File: config.mk
export PLATFORM = sky130hd
export DESIGN_NAME = linear_interp_resampler
export DESIGN_NICKNAME = d
export VERILOG_FILES = /design/src/rtl/lir_pkg.sv /design/src/rtl/lir_ctrl.sv /design/src/rtl/lir_datapath.sv /design/src/rtl/linear_interp_resampler.sv
export VERILOG_INCLUDE_DIRS = /design/src /design/src/rtl
export SDC_FILE = /design/constraint.sdc
export NUM_CORES = 1
export LEC_CHECK = 0
export BUFFER_PORTS_ARGS = -buffer_cell sky130_fd_sc_hd__buf_2
export CORE_AREA = 5 5 298 242
export CTS_BUF_LIST = sky130_fd_sc_hd__clkbuf_4 sky130_fd_sc_hd__clkbuf_8
export CTS_CLUSTER_DIAMETER = 150
export DETAILED_ROUTE_END_ITERATION = 8
export DIE_AREA = 0 0 303 247
export PLACE_DENSITY_LB_ADDON = 0.3
export RECOVER_POWER = 100
export SLEW_MARGIN = 10
export SYNTH_ARGS = -nofsm -noshare
export SYNTH_HDL_FRONTEND = slang
export SYNTH_SLANG_ARGS = --single-unit
File: constraint.sdc
create_clock -name clock -period 28.6 [get_ports clock]
set_input_delay 5.72 -clock clock [delete_from_list [all_inputs] [get_ports clock]]
set_output_delay 5.72 -clock clock [all_outputs]
set_load 0.1 [all_outputs]
File: src/rtl/linear_interp_resampler_defines.svh
// Assertion macros used by the resampler's controller.
`ifndef LINEAR_INTERP_RESAMPLER_DEFINES_SVH
`define LINEAR_INTERP_RESAMPLER_DEFINES_SVH

// The consequent must hold in the same cycle as the antecedent.
`define LIR_ASSERT_NOW(label, clk, rst, ante, cons) \
   label: assert property (@(posedge clk) disable iff (rst) (ante) |-> (cons)) \
      else $error("linear_interp_resampler: same-cycle check failed");

// The consequent must hold in the cycle after the antecedent.
`define LIR_ASSERT_NEXT(label, clk, rst, ante, cons) \
   label: assert property (@(posedge clk) disable iff (rst) (ante) |=> (cons)) \
      else $error("linear_interp_resampler: next-cycle check failed");

`endif

File: src/rtl/lir_pkg.sv
// Types and constants shared by the resampler modules.
package lir_pkg;

   localparam int SAMPLE_BITS   = 16;
   localparam int STEP_BITS     = 20;
   localparam int FRAC_BITS_DEF = 16;
   localparam int MAX_OUT       = 32;
   localparam int CNT_BITS      = $clog2(MAX_OUT + 1);

   localparam logic [STEP_BITS-1:0] STEP_MIN   = STEP_BITS'(4096);
   localparam logic [STEP_BITS-1:0] STEP_RESET = STEP_BITS'(65536);

   // One input request.
   typedef struct packed {
      logic signed [SAMPLE_BITS-1:0] in_sample;
      logic                          in_last;
   } req_type;

   // One result.
   typedef struct packed {
      logic signed [SAMPLE_BITS-1:0] out_sample;
      logic                          run_last;
      logic                          stream_done;
   } rsp_type;

   // Commands from the controller to the datapath.
   typedef struct packed {
      logic load;
      logic mul;
      logic emit;
      logic finish;
   } cmd_type;

   // Status from the datapath to the controller.
   typedef struct packed {
      logic more;
      logic out_free;
   } sts_type;

endpackage

File: src/rtl/lir_ctrl.sv
// Sequencing state machine of the resampler.
`include "linear_interp_resampler_defines.svh"

module lir_ctrl (
   input  logic             clock,
   input  logic             reset,
   input  logic             req_valid,
   output logic             req_stall,
   input  lir_pkg::sts_type sts,
   output lir_pkg::cmd_type cmd
);

   localparam logic [1:0] ST_IDLE = 2'd0;
   localparam logic [1:0] ST_RUN  = 2'd1;
   localparam logic [1:0] ST_EMIT = 2'd2;

   logic [1:0] state_ff;
   logic [1:0] state_in;

   // Requests are taken only between items.
   assign req_stall = (state_ff != ST_IDLE);

   // Next state and commands.
   always_comb begin
      state_in = state_ff;
      cmd      = '0;
      case (state_ff)
         ST_IDLE: begin
            if (req_valid) begin
               cmd.load = 1'b1;
               state_in = ST_RUN;
            end
         end
         ST_RUN: begin
            if (sts.more) begin
               cmd.mul  = 1'b1;
               state_in = ST_EMIT;
            end else begin
               cmd.finish = 1'b1;
               state_in   = ST_IDLE;
            end
         end
         ST_EMIT: begin
            if (sts.out_free) begin
               cmd.emit = 1'b1;
               state_in = ST_RUN;
            end
         end
         default: begin
            state_in = ST_IDLE;
         end
      endcase
   end

   // State register.
   always_ff @(posedge clock) begin
      if (reset) begin
         state_ff <= ST_IDLE;
      end else begin
         state_ff <= state_in;
      end
   end

   // A result is only written into a free output register.
   `LIR_ASSERT_NOW(a_emit_free, clock, reset, cmd.emit, sts.out_free)
   // An accepted request always starts the output loop.
   `LIR_ASSERT_NEXT(a_load_run, clock, reset, cmd.load, state_ff == ST_RUN)
   // A blocked result waits without losing its place.
   `LIR_ASSERT_NEXT(a_emit_hold, clock, reset,
      (state_ff == ST_EMIT) && !sts.out_free, state_ff == ST_EMIT)

endmodule

File: src/rtl/lir_datapath.sv
// Datapath of the resampler: step register, stream state, interpolator, result register.
module lir_datapath #(
   parameter int FRAC_BITS = lir_pkg::FRAC_BITS_DEF
) (
   input  logic                                clock,
   input  logic                                reset,
   input  logic                                csr_wr_en,
   input  logic [lir_pkg::STEP_BITS-1:0]       csr_wr_data,
   input  lir_pkg::req_type                    req_payload,
   input  lir_pkg::cmd_type                    cmd,
   output lir_pkg::sts_type                    sts,
   input  logic                                rsp_stall,
   output logic                                rsp_valid,
   output lir_pkg::rsp_type                    rsp_payload
);

   localparam int SB     = lir_pkg::SAMPLE_BITS;
   localparam int SW     = lir_pkg::STEP_BITS;
   localparam int CW     = lir_pkg::CNT_BITS;
   localparam int POS_W  = ((FRAC_BITS + 2 > SW + 1) ? FRAC_BITS + 2 : SW + 1) + 1;
   localparam int PROD_W = SB + FRAC_BITS + 2;
   localparam logic [POS_W-1:0] ONE_POS = {{(POS_W-1){1'b0}}, 1'b1} << FRAC_BITS;
   localparam logic [POS_W-1:0] TWO_POS = ONE_POS << 1;
   localparam logic [CW-1:0]    MAX_CNT = CW'(lir_pkg::MAX_OUT);

   logic [SW-1:0]             step_ff, step_in;
   logic signed [SB-1:0]      held_ff, held_in;
   logic                      have_ff, have_in;
   logic [POS_W-1:0]          pos_ff, pos_in;
   logic signed [SB-1:0]      x_ff, x_in;
   logic                      last_ff, last_in;
   logic [CW-1:0]             cnt_ff, cnt_in;
   logic signed [PROD_W-1:0]  prod_ff, prod_in;
   logic signed [SB-1:0]      base_ff, base_in;
   logic                      valid_ff, valid_in;
   lir_pkg::rsp_type          rsp_ff, rsp_in;

   logic [SW-1:0]             step_eff;
   logic [POS_W-1:0]          step_ext;
   logic [POS_W-1:0]          pos_sum;
   logic [POS_W-1:0]          pos_sum2;
   logic [CW-1:0]             cnt_inc;
   logic                      more_next;
   logic signed [SB-1:0]      a_sel;
   logic [FRAC_BITS-1:0]      frac_sel;
   logic signed [SB:0]        diff;
   logic signed [PROD_W-1:0]  quot;
   logic signed [SB:0]        sum;

   // Whether another result is due at position pos, given pos plus one step.
   function automatic logic more_fn(input logic [CW-1:0] cnt, input logic [POS_W-1:0] pos,
                                    input logic [POS_W-1:0] pos_step, input logic held_v,
                                    input logic last_v);
      logic ok;
      if (held_v) begin
         ok = last_v ? (pos_step <= TWO_POS) : (pos < ONE_POS);
      end else begin
         ok = last_v && (pos_step <= ONE_POS);
      end
      return (cnt < MAX_CNT) && ok;
   endfunction

   // Effective step, clamped at one sixteenth.
   assign step_eff = (step_ff < lir_pkg::STEP_MIN) ? lir_pkg::STEP_MIN : step_ff;
   assign step_ext = POS_W'(step_eff);
   assign pos_sum  = pos_ff + step_ext;
   assign pos_sum2 = pos_sum + step_ext;
   assign cnt_inc  = cnt_ff + CW'(1);

   // Loop conditions for the current and the following result.
   assign sts.more     = more_fn(cnt_ff, pos_ff, pos_sum, have_ff, last_ff);
   assign more_next    = more_fn(cnt_inc, pos_sum, pos_sum2, have_ff, last_ff);
   assign sts.out_free = !valid_ff || !rsp_stall;

   // Interpolation operands: past the held interval the new sample repeats.
   assign a_sel    = (have_ff && (pos_ff < ONE_POS)) ? held_ff : x_ff;
   assign frac_sel = (have_ff && (pos_ff < ONE_POS)) ? pos_ff[FRAC_BITS-1:0] : '0;
   assign diff     = {x_ff[SB-1], x_ff} - {a_sel[SB-1], a_sel};

   // Floor of the scaled product, then the add back onto the base sample.
   assign quot = prod_ff >>> FRAC_BITS;
   assign sum  = {base_ff[SB-1], base_ff} + quot[SB:0];

   // Next-state logic for all registers.
   always_comb begin
      step_in  = csr_wr_en ? csr_wr_data : step_ff;
      held_in  = held_ff;
      have_in  = have_ff;
      pos_in   = pos_ff;
      x_in     = x_ff;
      last_in  = last_ff;
      cnt_in   = cnt_ff;
      prod_in  = prod_ff;
      base_in  = base_ff;
      valid_in = valid_ff && rsp_stall;
      rsp_in   = rsp_ff;

      if (cmd.load) begin
         x_in    = req_payload.in_sample;
         last_in = req_payload.in_last;
         cnt_in  = '0;
      end

      if (cmd.mul) begin
         prod_in = PROD_W'(diff) * PROD_W'(signed'({1'b0, frac_sel}));
         base_in = a_sel;
      end

      if (cmd.emit) begin
         rsp_in.out_sample  = sum[SB-1:0];
         rsp_in.run_last    = !more_next;
         rsp_in.stream_done = last_ff && !more_next;
         valid_in           = 1'b1;
         pos_in             = pos_sum;
         cnt_in             = cnt_inc;
      end

      if (cmd.finish) begin
         if (last_ff) begin
            held_in = '0;
            have_in = 1'b0;
            pos_in  = '0;
         end else begin
            held_in = x_ff;
            have_in = 1'b1;
            pos_in  = (pos_ff >= ONE_POS) ? (pos_ff - ONE_POS) : '0;
         end
      end
   end

   // Control and stream state.
   always_ff @(posedge clock) begin
      if (reset) begin
         step_ff  <= lir_pkg::STEP_RESET;
         held_ff  <= '0;
         have_ff  <= 1'b0;
         pos_ff   <= '0;
         cnt_ff   <= '0;
         valid_ff <= 1'b0;
      end else begin
         step_ff  <= step_in;
         held_ff  <= held_in;
         have_ff  <= have_in;
         pos_ff   <= pos_in;
         cnt_ff   <= cnt_in;
         valid_ff <= valid_in;
      end
   end

   // Payload registers.
   always_ff @(posedge clock) begin
      x_ff    <= x_in;
      last_ff <= last_in;
      prod_ff <= prod_in;
      base_ff <= base_in;
      rsp_ff  <= rsp_in;
   end

   assign rsp_valid   = valid_ff;
   assign rsp_payload = rsp_ff;

endmodule

File: src/rtl/linear_interp_resampler.sv
// Top level of the linear-interpolation sample rate converter.
//
//   Port group   Direction  Handshake                Carries
//   req_*        in         req_valid / req_stall    input sample, last-of-stream flag
//   rsp_*        out        rsp_valid / rsp_stall    output sample, run_last, stream_done
//   csr_*        in         csr_wr_en                phase step, unsigned Q.16
//
// A request is handled in steps: accept, then per result a multiply and an add into
// the result register, and last an update of the stream state.
// The single shared multiplier and its product register set that split.
// The first sample of a stream gives no result unless it also ends the stream.
// Synchronous reset clears the stream state and sets the phase step to 65536.
// While rsp_stall holds a result, the next result waits after its multiply, and
// requests stay stalled until the stream state update after the last result.
module linear_interp_resampler #(
   parameter int FRAC_BITS = lir_pkg::FRAC_BITS_DEF
) (
   input  logic                          clock,
   input  logic                          reset,
   input  logic                          csr_wr_en,
   input  logic [lir_pkg::STEP_BITS-1:0] csr_wr_data,
   input  logic                          req_valid,
   output logic                          req_stall,
   input  lir_pkg::req_type              req_payload,
   output logic                          rsp_valid,
   input  logic                          rsp_stall,
   output lir_pkg::rsp_type              rsp_payload
);

   lir_pkg::cmd_type cmd;
   lir_pkg::sts_type sts;

   // Sequencer.
   lir_ctrl u_ctrl (
      .clock     (clock),
      .reset     (reset),
      .req_valid (req_valid),
      .req_stall (req_stall),
      .sts       (sts),
      .cmd       (cmd)
   );

   // Arithmetic and state.
   lir_datapath #(
      .FRAC_BITS (FRAC_BITS)
   ) u_datapath (
      .clock       (clock),
      .reset       (reset),
      .csr_wr_en   (csr_wr_en),
      .csr_wr_data (csr_wr_data),
      .req_payload (req_payload),
      .cmd         (cmd),
      .sts         (sts),
      .rsp_stall   (rsp_stall),
      .rsp_valid   (rsp_valid),
      .rsp_payload (rsp_payload)
   );

endmodule

# Yosys cells after proc, flatten, opt, wreduce, memory -nomap -nowiden
# Index checks and enable logic that the tools add are counted.
classes:
  reduce_logical: 16
  eq_ne: 4
  magnitude_cmp: 10
  mux: 28
  addsub: 6
  multipliers: 1
op_table:
  columns: ["cell", "count"]
  rows:
  - ["22-bit 2-to-1 mux", 4]
  - ["16-bit 2-to-1 mux", 3]
  - ["22-bit by 20-bit adder with 22-bit output", 2]
  - ["22-bit by 17-bit <= comparator with 1-bit output (second input constant)", 2]
  - ["22-bit by 18-bit <= comparator with 1-bit output (second input constant)", 2]
  - ["22-bit by 17-bit < comparator with 1-bit output (second input constant)", 2]
  - ["17-bit by 17-bit multiplier with 32-bit output", 1]
  - ["22-bit by 17-bit >= comparator with 1-bit output (second input constant)", 1]
  - ["22-bit by 17-bit subtractor with 22-bit output (second input constant)", 1]
  - ["20-bit by 13-bit < comparator with 1-bit output (second input constant)", 1]
  - ["20-bit 2-to-1 mux", 1]
  - ["16-bit by 16-bit subtractor with 17-bit output", 1]
  - ["16-bit adder", 1]
  - ["1-bit 2-to-1 mux", 14]
  - ["6-bit < comparator (second input constant)", 2]
  - ["6-bit 2-to-1 mux", 2]
  - ["1-bit logical AND", 7]
  - ["6-bit by 1-bit adder with 6-bit output (second input constant)", 1]
  - ["2-bit 2-to-1 mux", 3]
  - ["2-bit case mux with 3 select lines", 1]
  - ["2-bit nonzero test", 3]
  - ["2-bit != test (second input constant)", 2]
  - ["1-bit logical NOT", 3]
  - ["2-bit by 1-bit equality test with 1-bit output (second input constant)", 1]
  - ["other kinds (4)", 4]
word_totals:
  output_inout_bits: 20
  input_bits: 42
  reg_bits: 151
  elab_cells: 79

# Logic depth before layout (Yosys ltp)
logic_depth:
  word_depth: 10
  mapped_depth: 44
  mapped_depth_nobuf: 41

# Hierarchy
# A second synthesis with hierarchy kept.
unflattened:
  cells_unflattened: 2095
  area_unflattened_um2: 18467.7
modules_own_cells:
  columns: ["module", "cells_each", "seq_area_each_um2", "n_inst", "area_per_inst_um2"]
  rows:
  - ["lir_datapath", 2081, 3333.2, 1, 18351.4]
  - ["lir_ctrl", 14, 40.0, 1, 116.4]

# Worst setup path after synthesis
# No wires, ideal clock.
synth_timing:
  kind: "register -> register"
  startpoint: "reg u_datapath.pos_ff[16]"
  endpoint: "reg u_datapath.prod_ff[31] (data pin)"
  slack_ns: 18.340
  setup_ns: 0.268
  path_buffers: 4
  t_required_ns: 28.332
  path_stages_with_launch: 40
  synth_period_minus_slack_ns: 10.260
  t_arrival_ns: 9.993
  cell_sequence: "dfxtp_1 inv_1 ha_1 nand2_1 nor4_1 clkbuf_1 clkbuf_1 clkbuf_1 o21ai_0 ha_1 fa_1 nor2b_1 o21ai_0 a21boi_0 o21ai_0 a21oi_1 nand4_1 a31oi_1 (+4 left out) inv_1 fa_1 clkbuf_1 inv_1 fa_1 fa_1 fa_1 inv_1 fa_1 inv_1 ha_1 nand3_1 nand2_1 a41o_1 o41ai_1 o21ai_0 nor2_1 xnor3_1"
synth_via:
  elab_chain_cells: 5
  word_cells_on_any_way: 6
  cone_classes: "1 x add/sub; 1 x mul; 1 x order compare; 2 x mux; 1 x reduce/logical"
synth_rtl:
  columns: ["element", "line_no", "rtl"]
  rows:
  - ["start: declaration", "lir_datapath.sv:29", "logic [POS_W-1:0] pos_ff, pos_in;"]
  - ["start signal: assignment", "lir_datapath.sv:144", "pos_ff <= pos_in;"]
  - ["22-bit by 17-bit < comparator with 1-bit output", "lir_datapath.sv:76", "assign a_sel = (have_ff && (pos_ff < ONE_POS)) ? held_ff : x_ff;"]
  - ["1-bit logical AND", "lir_datapath.sv:76", null]
  - ["16-bit 2-to-1 mux", "lir_datapath.sv:76", null]
  - ["via u_datapath.a_sel[0]", "lir_datapath.sv:44", "logic signed [SB-1:0] a_sel;"]
  - ["16-bit by 16-bit subtractor with 17-bit output", "lir_datapath.sv:78", "assign diff = {x_ff[SB-1], x_ff} - {a_sel[SB-1], a_sel};"]
  - ["17-bit by 17-bit multiplier with 32-bit output", "lir_datapath.sv:105", "prod_in = PROD_W'(diff) * PROD_W'(signed'({1'b0, frac_sel}));"]
  - ["end signal: assignment", "lir_datapath.sv:154", "prod_ff <= prod_in;"]
  - ["end: declaration", "lir_datapath.sv:33", "logic signed [PROD_W-1:0] prod_ff, prod_in;"]
# The timed path passes the listed nets, and every way through them passes these cells.
# A chain may end at the register's enable or synchronous reset.

# Final worst setup path
layout_timing:
  startpoint: "reg u_datapath.pos_ff[16]"
  endpoint: "reg u_datapath.prod_ff[31] (data pin)"
layout_via:
  elab_chain_cells: 5
  word_cells_on_any_way: 6
  cone_classes: "1 x add/sub; 1 x mul; 1 x order compare; 2 x mux; 1 x reduce/logical"
layout_rtl:
  columns: ["element", "line_no"]
  rows:
  - ["22-bit by 17-bit < comparator with 1-bit output *", "lir_datapath.sv:76, lir_datapath.sv:77"]
  - ["1-bit logical AND *", "lir_datapath.sv:76, lir_datapath.sv:77"]
  - ["16-bit 2-to-1 mux", "lir_datapath.sv:76"]
  - ["16-bit by 16-bit subtractor with 17-bit output", "lir_datapath.sv:78"]
  - ["17-bit by 17-bit multiplier with 32-bit output *", "lir_datapath.sv:105"]
# Every way passes the cells marked *; elsewhere a longest branch is shown, timed or not.

==> impl_metrics.json <==
{
  "cp_data_required_time_ns": 28.85,
  "syn_area_sq_mm": 0.01842,
  "outcome": "finished, violations left",
  "maxCapViolations": 5,
  "ys_async_sr_fraction": 0,
  "finalMaxSlewViolations": 169,
  "total_power_uw": 569.1,
  "yosysMostFrequentCell": "inv_1",
  "multi_input_area_sq_mm": 0.01327,
  "crit_path_start_kind": "register",
  "ys_seq_elements": 135,
  "cts_buffers": 17,
  "violations": "max-capacitance violations, max-slew violations",
  "total_leakage_power_nw": 9.555,
  "relSlewSlack": -1.063,
  "die_w_um": 303,
  "swShare": 0.3939,
  "worst_slack_ns": 15.49,
  "io_buffer_count": 61,
  "synth.top_cells.by_count": "inv_1, fa_1, nor2_1, nand2_1, ha_1",
  "rows": 86,
  "setup.worst_path.class": "reg2reg",
  "synth_top_flop_cell": "dfxtp_1",
  "top_usage_layer": "met2",
  "root_buffer": "clkbuf_8",
  "cpPeakStageDelay_ns": 1.71,
  "fin_area_sq_mm": 0.02016,
  "yosysUniqueCellTypes": 71,
  "core_area_sq_mm": 0.06844,
  "p_per_area_mw_per_mm2": 28.22,
  "utilization": 0.2946,
  "wire_per_inst_um": 16.23,
  "use_met3": 0.02142,
  "placed_cell_area_sq_mm": 0.01984,
  "synth_top_area_share": 0.2848,
  "die_h_um": 247,
  "syn-num-nets": 2534,
  "die_area_sq_mm": 0.07484,
  "worst_pin_slew_ns": 3.082,
  "cts_resized": 0,
  "grtUsageMet1": 0.1871,
  "worst_ep_arrival_time_ns": 13.36,
  "ant_nets": 0,
  "initial_core_util": 0.2691,
  "grt_max_degree": 50,
  "hold_viol_final": 0,
  "end_kind": "register",
  "vias": 14039,
  "tns_ns": 0,
  "routed_wl_um": 49530,
  "avgSynthCellArea_sq_um": 8.888,
  "clk_pin_slew_ns": 0.09,
  "post-route-period-util": 0.4584,
  "grt_usage": 0.1375,
  "drtPass1Iterations": 5,
  "p_seq_frac": 0.378,
  "skew_ns": 0.01690,
  "synth_top_cell_by_area": "fa_1",
  "synth-edff-count": 67,
  "regArea_sq_mm": 0.003373,
  "yosys_warnings": 0,
  "synthTopCellsByArea": "fa_1, edfxtp_1, ha_1, inv_1, dfxtp_1",
  "grt_pass1_wl_um": 81520,
  "place_congestion": 0.9127,
  "vias_per_cell": 4.601,
  "timing.fmax_mhz": 76.27,
  "p_clk_frac": 0.303,
  "crit_slowest_cell": "clkbuf_1",
  "first_iter_violations": 883,
  "drcViolationCount": 0,
  "rsz0062_at_grt": "false",
  "ys_seq_area_frac": 0.1832,
  "path_max_fanout": 49,
  "io_pins": 62,
  "antenna_found_initial": 1,
  "drive_gt1_frac": 0.04845,
  "grt_pass1_vias": 15065,
  "min_path_type": "reg2reg",
  "met2_usage": 0.2223,
  "syn2layout_area_growth_pct": 9.498,
  "clock_latency_ns": 0.51,
  "numClockSinks": 135,
  "layout_min_cycle_time_ns": 13.11,
  "postSynthCellCount": 2072,
  "clockBufferDepth": 2,
  "htree_levels": 4,
  "internal_power_uw": 344.9,
  "p_switching_uw": 224.2,
  "peakVddDrop_uv": 26.41,
  "overflow": 0,
  "post_cts_buffers": 0,
  "setup_viol": 0,
  "cts-hold-fix-buffers": 0,
  "dp_hpwl_um": 40710,
  "cts_tree": "yes",
  "fillers": 7370,
  "fin_nets": 2575,
  "dp_slack_ns": 16.98,
  "p_comb_frac": 0.319
}
## worst max-delay path, delay by kind of cell (launching register included)
kind | cells | cell delay, ns
buf+inv | 6 | 2.02
simple gates | 5 | 0.72
compound gates | 16 | 4.35
fa+ha+maj | 9 | 3.92
mux | 1 | 0.30
xor+xnor | 2 | 1.11
flops | 1 | 0.37
## layer usage
metal,share of wire,vias to the layer above
li1,-,6722
met1,0.47,6943
met2,0.45,305
met3,0.047,69
met4,0.033,0
met5,0,-
## cell usage in the layout (no fill, tap or decap), types with 11 or more instances in the layout
cell / netlist / final
o22ai_1: 18 / 18
nor4_1: 15 / 13
xnor2_1: 59 / 59
inv_1: 406 / 406
a211oi_1: 11 / 11
clkbuf_1: 53 / 36
nand2b_1: 21 / 21
or2_2: 12 / 12
and2_1: 30 / 29
o21a_1: 17 / 17
mux2i_1: 53 / 53
dfxtp_1: 68 / 68
nand3_1: 32 / 32
a21oi_1: 68 / 68
ha_1: 158 / 158
o21ai_0: 48 / 48
nand2_1: 170 / 170
nor2b_1: 26 / 26
buf_4: 0 / 20
edfxtp_1: 67 / 67
clkbuf_8: 0 / 17
xor2_1: 27 / 27
fa_1: 262 / 262
nor3_1: 18 / 19
a21o_1: 22 / 22
nor2_1: 243 / 242
buf_2: 4 / 30
nand3b_1: 19 / 19
## flip-flops by register name, indices dropped and copies added, names as in the netlist
name / flops
u_datapath.pos_ff: 22
u_datapath.base_ff: 16
u_datapath.held_ff: 16
u_datapath.last_ff: 1
u_datapath.have_ff: 1
u_datapath.rsp_valid: 1
u_datapath.step_ff: 20
u_datapath.rsp_payload: 18
u_datapath.cnt_ff: 6
u_datapath.prod_ff: 16
u_ctrl.state_ff: 2
u_datapath.x_ff: 16
## stage by stage
stage / cells / hold WS [ns]
after detailed placement: 3018 / 0.4758
after global placement: 3018 / 0.4695
after global routing: 3051 / 0.5225
after CTS: 3050 / 0.4951
after floorplan: 2072 / 0.4515
final: 3051 / 0.4912
## power by group through the flow
stage / registers, mW / logic [mW] / clock network [mW]
5_1_grt: 0.216 / 0.195 / 0.187
2_1_floorplan: 0.220 / 0.106 / 0
3_3_place_gp: 0.219 / 0.175 / 0
6_report: 0.215 / 0.182 / 0.173
4_1_cts: 0.215 / 0.178 / 0.180
3_5_place_dp: 0.219 / 0.178 / 0
## cells by family after synthesis
group,count (synthesis),synth area share
fa+ha+maj,422,0.3933
xor+xnor,87,0.04213
buf+inv,471,0.09668
compound gates,270,0.09682
flops,135,0.1832
mux,53,0.02881
simple gates,634,0.1591
## layout make-up
cell class / count / area share
Clock buffer: 17 / 0.01160
Multi-Input combinational cell: 1466 / 0.6581
Sequential cell: 135 / 0.1673
Clock inverter: 15 / 0.008191
Antenna cell: 1 / 0.0001241
Inverter: 407 / 0.07576
Timing Repair Buffer: 86 / 0.02159
Tap cell: 924 / 0.05733
## final timing paths
kind | startpoint | end | slack [ns] | depth (start not counted)
worst max-delay path | u_datapath.pos_ff[16] | u_datapath.prod_ff[31] | 15.49 | 39
worst min-delay path | u_datapath.step_ff[1] | u_datapath.step_ff[1] | 0.49 | 2
worst max register to register | u_datapath.pos_ff[16] | u_datapath.prod_ff[31] | 15.49 | 39
worst min register to register | u_datapath.step_ff[1] | u_datapath.step_ff[1] | 0.49 | 2
(Power assumes the default switching activity.)
